File: src/design/srl_pkg.sv
// ----------------------------------------------------------------------------
// srl_pkg: shared definitions for the setpoint ramp limiter
// Command codes, configuration register indexes and default sizes.
// ----------------------------------------------------------------------------
package srl_pkg;

    // default sizes of the value and tick paths
    localparam int VALUE_W_DEF = 32;
    localparam int TICK_W_DEF  = 32;

    // rates are unsigned q16.16 per tick
    localparam int              RATE_W     = 32;
    localparam logic [RATE_W-1:0] RATE_RESET = 32'd327680;

    // configuration register indexes
    localparam int             CFG_IDX_W       = 2;
    localparam logic [CFG_IDX_W-1:0] CFG_RISE_RATE   = 2'd0;
    localparam logic [CFG_IDX_W-1:0] CFG_FALL_RATE   = 2'd1;
    localparam logic [CFG_IDX_W-1:0] CFG_MIRROR_MODE = 2'd2;

    // request command
    typedef enum logic {
        CMD_UPDATE  = 1'b0,
        CMD_REFRESH = 1'b1
    } t_cmd;

endpackage

File: src/design/setpoint_ramp_limiter.sv
// ----------------------------------------------------------------------------
// setpoint_ramp_limiter: asymmetric slew-rate limiter for a q16.16 setpoint
// Ramps the output toward the commanded setpoint at separate rise and fall
// rates, with a refresh command that forces the value.
// ----------------------------------------------------------------------------
// usage
//   request channel: i_valid / o_stall with i_cmd, i_target_value, i_tick_now.
//   a request is taken on a clock edge with i_valid high and o_stall low.
//   result channel: o_valid / i_stall with o_output_value, o_at_target; one
//   result per request, in order.
//   config channel: i_cfg_valid / o_cfg_ready (always ready) with i_cfg_index
//   and i_cfg_data; index 0 rise rate, 1 fall rate, 2 mirror mode, others are
//   dropped. write only while no request is in flight.
//   a request passes an input register, then the step logic (one rate by ticks
//   multiply, one distance compare, one add or subtract) into the result
//   register. one request per cycle is sustained while the receiver does not
//   stall; the step is combinational, as each request needs the last output.
//   when the receiver stalls, the result register holds; o_stall rises only
//   when both the input register and the result register are occupied.
//   synchronous active-low reset empties both stages, disarms the ramp, sets
//   output and last tick to zero and both rates to 5.0 per tick.
// ----------------------------------------------------------------------------
module setpoint_ramp_limiter
    import srl_pkg::*;
#(
    parameter int VALUE_WIDTH = VALUE_W_DEF,
    parameter int TICK_WIDTH  = TICK_W_DEF
) (
    input  logic                   i_clk,
    input  logic                   i_rst_n,
    // request channel
    input  logic                   i_valid,
    output logic                   o_stall,
    input  logic                   i_cmd,
    input  logic [VALUE_WIDTH-1:0] i_target_value,
    input  logic [TICK_WIDTH-1:0]  i_tick_now,
    // result channel
    output logic                   o_valid,
    input  logic                   i_stall,
    output logic [VALUE_WIDTH-1:0] o_output_value,
    output logic                   o_at_target,
    // configuration write channel
    input  logic                   i_cfg_valid,
    output logic                   o_cfg_ready,
    input  logic [CFG_IDX_W-1:0]   i_cfg_index,
    input  logic [RATE_W-1:0]      i_cfg_data
);

    // configuration registers
    logic [RATE_W-1:0]      r_rise_rate;
    logic [RATE_W-1:0]      r_fall_rate;
    logic                   r_mirror;

    // input register stage
    logic                   r_in_valid;
    t_cmd                   r_cmd;
    logic [VALUE_WIDTH-1:0] r_target;
    logic [TICK_WIDTH-1:0]  r_tick;

    // ramp state
    logic [VALUE_WIDTH-1:0] r_ramp_output;
    logic                   r_armed;
    logic [TICK_WIDTH-1:0]  r_last_tick;

    // result register stage
    logic                   r_out_valid;
    logic [VALUE_WIDTH-1:0] r_out_value;
    logic                   r_out_at;

    logic                   w_out_free;
    logic                   w_fire;
    logic [VALUE_WIDTH-1:0] n_ramp_output;
    logic                   n_at_target;

    // result register can take a new value when empty or being drained
    assign w_out_free = !r_out_valid || !i_stall;
    // the held request completes its step this cycle
    assign w_fire     = r_in_valid && w_out_free;
    assign o_stall    = r_in_valid && !w_out_free;

    assign o_cfg_ready    = 1'b1;
    assign o_valid        = r_out_valid;
    assign o_output_value = r_out_value;
    assign o_at_target    = r_out_at;

    // configuration writes, unknown indexes ignored
    always_ff @(posedge i_clk) begin
        if (!i_rst_n) begin
            r_rise_rate <= RATE_RESET;
            r_fall_rate <= RATE_RESET;
            r_mirror    <= 1'b0;
        end else if (i_cfg_valid && o_cfg_ready) begin
            case (i_cfg_index)
                CFG_RISE_RATE:   r_rise_rate <= i_cfg_data;
                CFG_FALL_RATE:   r_fall_rate <= i_cfg_data;
                CFG_MIRROR_MODE: r_mirror    <= i_cfg_data[0];
                default:         ;
            endcase
        end
    end

    // input register: loads whenever it is not holding a stalled request
    always_ff @(posedge i_clk) begin
        if (!i_rst_n) begin
            r_in_valid <= 1'b0;
        end else if (!o_stall) begin
            r_in_valid <= i_valid;
        end
    end

    always_ff @(posedge i_clk) begin
        if (i_valid && !o_stall) begin
            r_cmd    <= t_cmd'(i_cmd);
            r_target <= i_target_value;
            r_tick   <= i_tick_now;
        end
    end

    srl_step #(
        .VALUE_WIDTH (VALUE_WIDTH),
        .TICK_WIDTH  (TICK_WIDTH)
    ) u_step (
        .i_cmd       (r_cmd),
        .i_target    (r_target),
        .i_tick      (r_tick),
        .i_output    (r_ramp_output),
        .i_armed     (r_armed),
        .i_last_tick (r_last_tick),
        .i_rise_rate (r_rise_rate),
        .i_fall_rate (r_fall_rate),
        .i_mirror    (r_mirror),
        .o_output    (n_ramp_output),
        .o_at_target (n_at_target)
    );

    // ramp state advances once per completed request
    always_ff @(posedge i_clk) begin
        if (!i_rst_n) begin
            r_ramp_output <= '0;
            r_armed       <= 1'b0;
            r_last_tick   <= '0;
        end else if (w_fire) begin
            r_ramp_output <= n_ramp_output;
            if (r_cmd == CMD_REFRESH) begin
                // refresh disarms, last tick kept
                r_armed <= 1'b0;
            end else begin
                r_armed     <= 1'b1;
                r_last_tick <= r_tick;
            end
        end
    end

    // result register
    always_ff @(posedge i_clk) begin
        if (!i_rst_n) begin
            r_out_valid <= 1'b0;
        end else if (w_fire) begin
            r_out_valid <= 1'b1;
        end else if (!i_stall) begin
            r_out_valid <= 1'b0;
        end
    end

    always_ff @(posedge i_clk) begin
        if (w_fire) begin
            r_out_value <= n_ramp_output;
            r_out_at    <= n_at_target;
        end
    end

    // refresh lands on its value and leaves the ramp disarmed
    a_refresh_forces: assert property (@(posedge i_clk) disable iff (!i_rst_n)
        (w_fire && r_cmd == CMD_REFRESH) |=> (o_at_target && !r_armed && o_valid))
        else $error("refresh did not force the output");

    // first update after reset or refresh keeps the output
    a_first_update_holds: assert property (@(posedge i_clk) disable iff (!i_rst_n)
        (w_fire && r_cmd == CMD_UPDATE && !r_armed)
        |=> (r_ramp_output == $past(r_ramp_output) && r_armed))
        else $error("unarmed update moved the output");

    // ramp state only moves when a request completes
    a_state_only_on_fire: assert property (@(posedge i_clk) disable iff (!i_rst_n)
        !w_fire |=> ($stable(r_ramp_output) && $stable(r_last_tick)))
        else $error("ramp state changed without a request");

    // back pressure only when both stages are occupied
    a_stall_when_full: assert property (@(posedge i_clk) disable iff (!i_rst_n)
        o_stall |-> (r_in_valid && r_out_valid && i_stall))
        else $error("request stalled with room in the pipeline");

endmodule

File: src/design/srl_step.sv
// ----------------------------------------------------------------------------
// srl_step: next output of the ramp
// Combinational step: picks the rate, scales it by elapsed ticks, snaps or
// moves the output toward the new setpoint.
// ----------------------------------------------------------------------------
module srl_step
    import srl_pkg::*;
#(
    parameter int VALUE_WIDTH = VALUE_W_DEF,
    parameter int TICK_WIDTH  = TICK_W_DEF
) (
    input  t_cmd                   i_cmd,
    input  logic [VALUE_WIDTH-1:0] i_target,
    input  logic [TICK_WIDTH-1:0]  i_tick,
    input  logic [VALUE_WIDTH-1:0] i_output,
    input  logic                   i_armed,
    input  logic [TICK_WIDTH-1:0]  i_last_tick,
    input  logic [RATE_W-1:0]      i_rise_rate,
    input  logic [RATE_W-1:0]      i_fall_rate,
    input  logic                   i_mirror,
    output logic [VALUE_WIDTH-1:0] o_output,
    output logic                   o_at_target
);

    localparam int PROD_W = RATE_W + TICK_WIDTH;
    localparam int CMP_W  = (PROD_W > VALUE_WIDTH) ? PROD_W : VALUE_WIDTH;

    logic signed [VALUE_WIDTH:0] w_tgt_x;
    logic signed [VALUE_WIDTH:0] w_out_x;
    logic signed [VALUE_WIDTH:0] w_diff;
    logic                        w_rising;
    logic                        w_use_rise;
    logic [RATE_W-1:0]           w_rate;
    logic [TICK_WIDTH-1:0]       w_elapsed;
    logic [PROD_W-1:0]           w_step;
    logic [CMP_W-1:0]            w_step_x;
    logic [CMP_W-1:0]            w_dist_x;
    logic                        w_snap;

    assign w_tgt_x  = {i_target[VALUE_WIDTH-1], i_target};
    assign w_out_x  = {i_output[VALUE_WIDTH-1], i_output};
    assign w_rising = (w_tgt_x >= w_out_x);
    assign w_diff   = w_rising ? (w_tgt_x - w_out_x) : (w_out_x - w_tgt_x);

    // mirror mode swaps the rates while the output is negative
    assign w_use_rise = w_rising ^ (i_mirror & i_output[VALUE_WIDTH-1]);
    assign w_rate     = w_use_rise ? i_rise_rate : i_fall_rate;
    assign w_elapsed  = i_tick - i_last_tick;
    assign w_step     = PROD_W'(w_rate) * PROD_W'(w_elapsed);

    assign w_step_x = CMP_W'(w_step);
    assign w_dist_x = CMP_W'(w_diff[VALUE_WIDTH-1:0]);
    assign w_snap   = (w_step_x >= w_dist_x);

    always_comb begin
        o_output = i_output;
        case (i_cmd)
            CMD_REFRESH: begin
                o_output = i_target;
            end
            CMD_UPDATE: begin
                if (i_armed && (i_target != i_output)) begin
                    if (w_snap) begin
                        o_output = i_target;
                    end else if (w_rising) begin
                        o_output = i_output + w_step_x[VALUE_WIDTH-1:0];
                    end else begin
                        o_output = i_output - w_step_x[VALUE_WIDTH-1:0];
                    end
                end
            end
            default: begin
                o_output = i_output;
            end
        endcase
    end

    assign o_at_target = (o_output == i_target);

endmodule

File: config.mk
export PLATFORM = sky130hd
export DESIGN_NAME = setpoint_ramp_limiter
export DESIGN_NICKNAME = d
export VERILOG_FILES = /design/src/design/srl_pkg.sv /design/src/design/setpoint_ramp_limiter.sv /design/src/design/srl_step.sv
export SDC_FILE = /design/constraint.sdc
export NUM_CORES = 2
export LEC_CHECK = 0
export ABC_AREA = 1
export BUFFER_PORTS_ARGS = -buffer_cell sky130_fd_sc_hd__buf_2
export CAP_MARGIN = 25
export CORE_MARGIN = 4
export CORE_UTILIZATION = 60
export DETAILED_ROUTE_END_ITERATION = 8
export PLACE_DENSITY = 0.8
export SYNTH_ARGS = -nofsm -noshare
export SYNTH_HDL_FRONTEND = slang
export SYNTH_SLANG_ARGS = --single-unit
File: constraint.sdc
create_clock -name i_clk -period 11.1 [get_ports i_clk]
set_input_delay 1.11 -clock i_clk [delete_from_list [all_inputs] [get_ports i_clk]]
set_output_delay 1.11 -clock i_clk [all_outputs]
set_load 0.03 [all_outputs]
==> out/qor.csv <==
stage,metric,value,unit
critical_path,cpMostUsedCell,nand2_1,
sta,maxSlewHeadroom,0.318,
yosys,synthFlopType,dfxtp_1,
clock_tree,clock_sinks,230,
sta,tightest_slew,1.02,ns
clock_tree,cts.reportedPaths.clkPinSlew,0.07,ns
yosys,synth.avg_cell_area,7.43,um2
clock_tree,htreeDepth,1,
route,first_pass_iters,6,
cells_and_area,layout_common_cells,"nand2_1 (1,531), inv_1 (1,522), buf_4 (1,076)",
yosys,async_reset_ff_frac,0,
sta,fin_ws,-1.01,ns
placed_design,gp_congestion,1.15,
die,die_area,92300,um2
die,fp.dieW,304,um
grt,grt_pass1_vias,55000,
yosys,synth_edf_count,98,
route,postRouteAntennaNets,0,
clock_tree,cts_root_buf,clkbuf_16,
clock_tree,cts_hold_buf,0,
critical_path,critPathMaxStageDelay,0.60,ns
route,route.detailed.wl_per_inst,23.1,um
min_path,hold_depth,2,
grt,track_usage,0.457,
die,pin_count,140,
critical_path,crit_slowest_cell,fa_2,
yosys,postSynthCellCount,7072,
critical_path,critPathKind,flop to flop,
critical_path,r2r_cells,71,
yosys,synth_warnings,0,
placed_design,portBuffers,138,
critical_path,timing.reg2reg.setup_slack,-1.01,ns
yosys,synth_fp_nets,8500,
min_path,min-delay-start,r_last_tick[13]$_SDFFE_PN0P_,
critical_path,cp.required,11.52,ns
grt,grt_pass1_wl,321,mm
die,die_y,304,um
critical_path,r2r-end,o_at_target$_DFFE_PP_,
critical_path,crit_arrival,12.54,ns
sta,setup-violations-final,65,
cells_and_area,layout_commonest_cell,nand2_1,
sta,final_hold_viol_count,0,
cells_and_area,drive_above_1_share,0.225,
route,route.detailed.drc,0,
grt,gr-total-overflow,0,
outcome,violations,negative setup slack,
sta,skew,0.0228,ns
outcome,outcome,"complete, but fails checks",
placed_design,pre_cts_ws,-1.62,ns
critical_path,start_kind,flop,
route,num_vias,54000,
sta,fmax,82.5,MHz
route,via_per_inst,5.77,
grt,grt_max_degree,105,
yosys,ys_types,59,
sta,fin_crit,12.11,ns
critical_path,crit-reg2reg-launch,r_target[2]$_DFFE_PP_,
min_path,holdPathEnd,r_last_tick[13]$_SDFFE_PN0P_,
route,drt-total-wl,216,mm
grt,grt_antenna_before_repair,7,
sta,setup_tns,-37.50,ns
critical_path,cp_max_fo,16,
run,drv_cap,0,
yosys,seq_area_frac_synth,0.106,
clock_tree,cts_made_buffers,23,
min_path,hold_path.class,flop to flop,
clock_tree,clockBufferDepth,3,
sta,slew_viol_final,0,
sta,rsz0062_at_grt,true,
die,core-area,86800,um2
clock_tree,insertion_delay,0.57,ns
clock_tree,cts_tree,built,
yosys,synth_seq_cells,230,
die,row_count,108,
sta,period_share,1.09,
route,drt_iter0_drc,5671,
critical_path,worstSetupEndpointType,flop,
placed_design,dp_hpwl,177,mm
cells_and_area,final_nets,9603,
yosys,synth_area,52500,um2
cells_and_area,fillers,6410,
die,start_util,0.605,
cells_and_area,syn_to_final_growth,25.9,%
-- worst max-delay path by stage --
stage / start / to / slack, ns / cells past startpoint
finish: r_target[2]$_DFFE_PP_ / o_at_target$_DFFE_PP_ / -1.01 / 71
global route: r_target[0]$_DFFE_PP_ / o_at_target$_DFFE_PP_ / -1.42 / 72
CTS: r_target[0]$_DFFE_PP_ / o_at_target$_DFFE_PP_ / -0.71 / 73
detailed placement: r_target[0]$_DFFE_PP_ / o_at_target$_DFFE_PP_ / -1.62 / 68
global placement: r_target[0]$_DFFE_PP_ / o_at_target$_DFFE_PP_ / -1.51 / 68
floorplan: r_target[0]$_DFFE_PP_ / o_at_target$_DFFE_PP_ / 0.1 / 69
-- cell usage after synthesis (all sizes together) (2+ instances only) --
library cell	instances	share of area
nand2	1630	0.12
inv	1581	0.11
fa	900	0.34
nor2	837	0.060
ha	424	0.10
a21oi	314	0.030
o21ai	270	0.027
clkbuf	187	0.013
nand3	183	0.018
dfxtp	132	0.050
nand4	99	0.012
edfxtp	98	0.056
xor2	88	0.015
xnor2	64	0.011
buf	49	0.0049
nor3	33	0.0035
or2	32	0.0038
a31oi	17	0.0020
o21bai	16	0.0023
o221ai	14	0.0023
a21boi	11	0.0019
nor4	10	0.0012
a21o	9	0.0013
o21a	9	0.0013
nand3b	8	0.0011
clkinv	7	0.00050
mux2i	7	0.0013
o211ai	7	0.0010
and2	6	0.00071
a211oi	5	0.00071
o2111ai	5	0.00083
a221oi	4	0.00067
and3	4	0.00048
o31ai	3	0.00052
a31o	2	0.00033
mux2	2	0.00043
-- cell families (layout without fill, tap and decap cells) --
logic type | Yosys count | in the layout | synth area share
and+or+nand+nor | 2842 | 2842 | 0.218
buffers and inverters | 1824 | 2944 | 0.132
adders and majority gates | 1324 | 1324 | 0.444
AOI/OAI and AO/OA | 690 | 690 | 0.0726
DFF | 230 | 230 | 0.106
xor gates and xnor gates | 152 | 152 | 0.0255
muxes | 9 | 9 | 0.00176
other | 1 | 5 | 0.0000714
-- per-stage QoR --
stage | cells | hold slack (ns) | utilization | cell area [um2]
finish | 9351 | 0.464 | 0.762 | 66100
floorplan | 7072 | 0.421 | - | 52500
CTS | 9293 | 0.464 | 0.744 | 64500
global placement | 9204 | 0.444 | 0.719 | 62400
global route | 9350 | 0.492 | 0.762 | 66100
detailed placement | 9204 | 0.453 | 0.719 | 62400
-- layout make-up --
cell class              count  area, um2  share of cell area
diodes                      4       10.0            0.000151
clock buffers              26        597             0.00903
clock inverters            16        238             0.00359
inverters                1588       5990              0.0906
multi-input cells        5018      41900               0.633
flip-flops and latches    230       5590              0.0845
well taps                1155       1450              0.0219
repair buffers           1314      10400               0.157
-- critical path: cells and delay by family, from the launching register on --
kind,cells,cell delay (ns)
adders and majority gates,11,4.88
buffers and inverters,18,1.91
AOI/OAI and AO/OA,3,0.48
xor gates and xnor gates,2,0.29
and+or+nand+nor,37,3.90
DFF,1,0.47
-- flip-flops by register name, indices dropped and copies added, names as in the netlist --
register        cells
o_at_target         1
o_output_value     32
o_valid             1
r_armed             1
r_cmd               1
r_fall_rate        32
r_in_valid          1
r_last_tick        32
r_mirror            1
r_ramp_output      32
r_rise_rate        32
r_target           32
r_tick             32
-- repair_timing --
action / CTS / global route
pin swaps: 101 / 102
gates resized for setup: 211 / 307
endpoints found under the setup margin: 65 / 65
buffers inserted: 46 / 51
gates cloned: 1 / 1
-- layer usage --
metal / wire length (um) / GRT usage
met1: 75000 / 0.559
met2: 92400 / 0.697
met3: 28100 / 0.145
met4: 20400 / 0.302
met5: 55 / 0
Power is not shown: default switching activity piles up to over one toggle a cycle in this logic, so the estimate is an artifact.
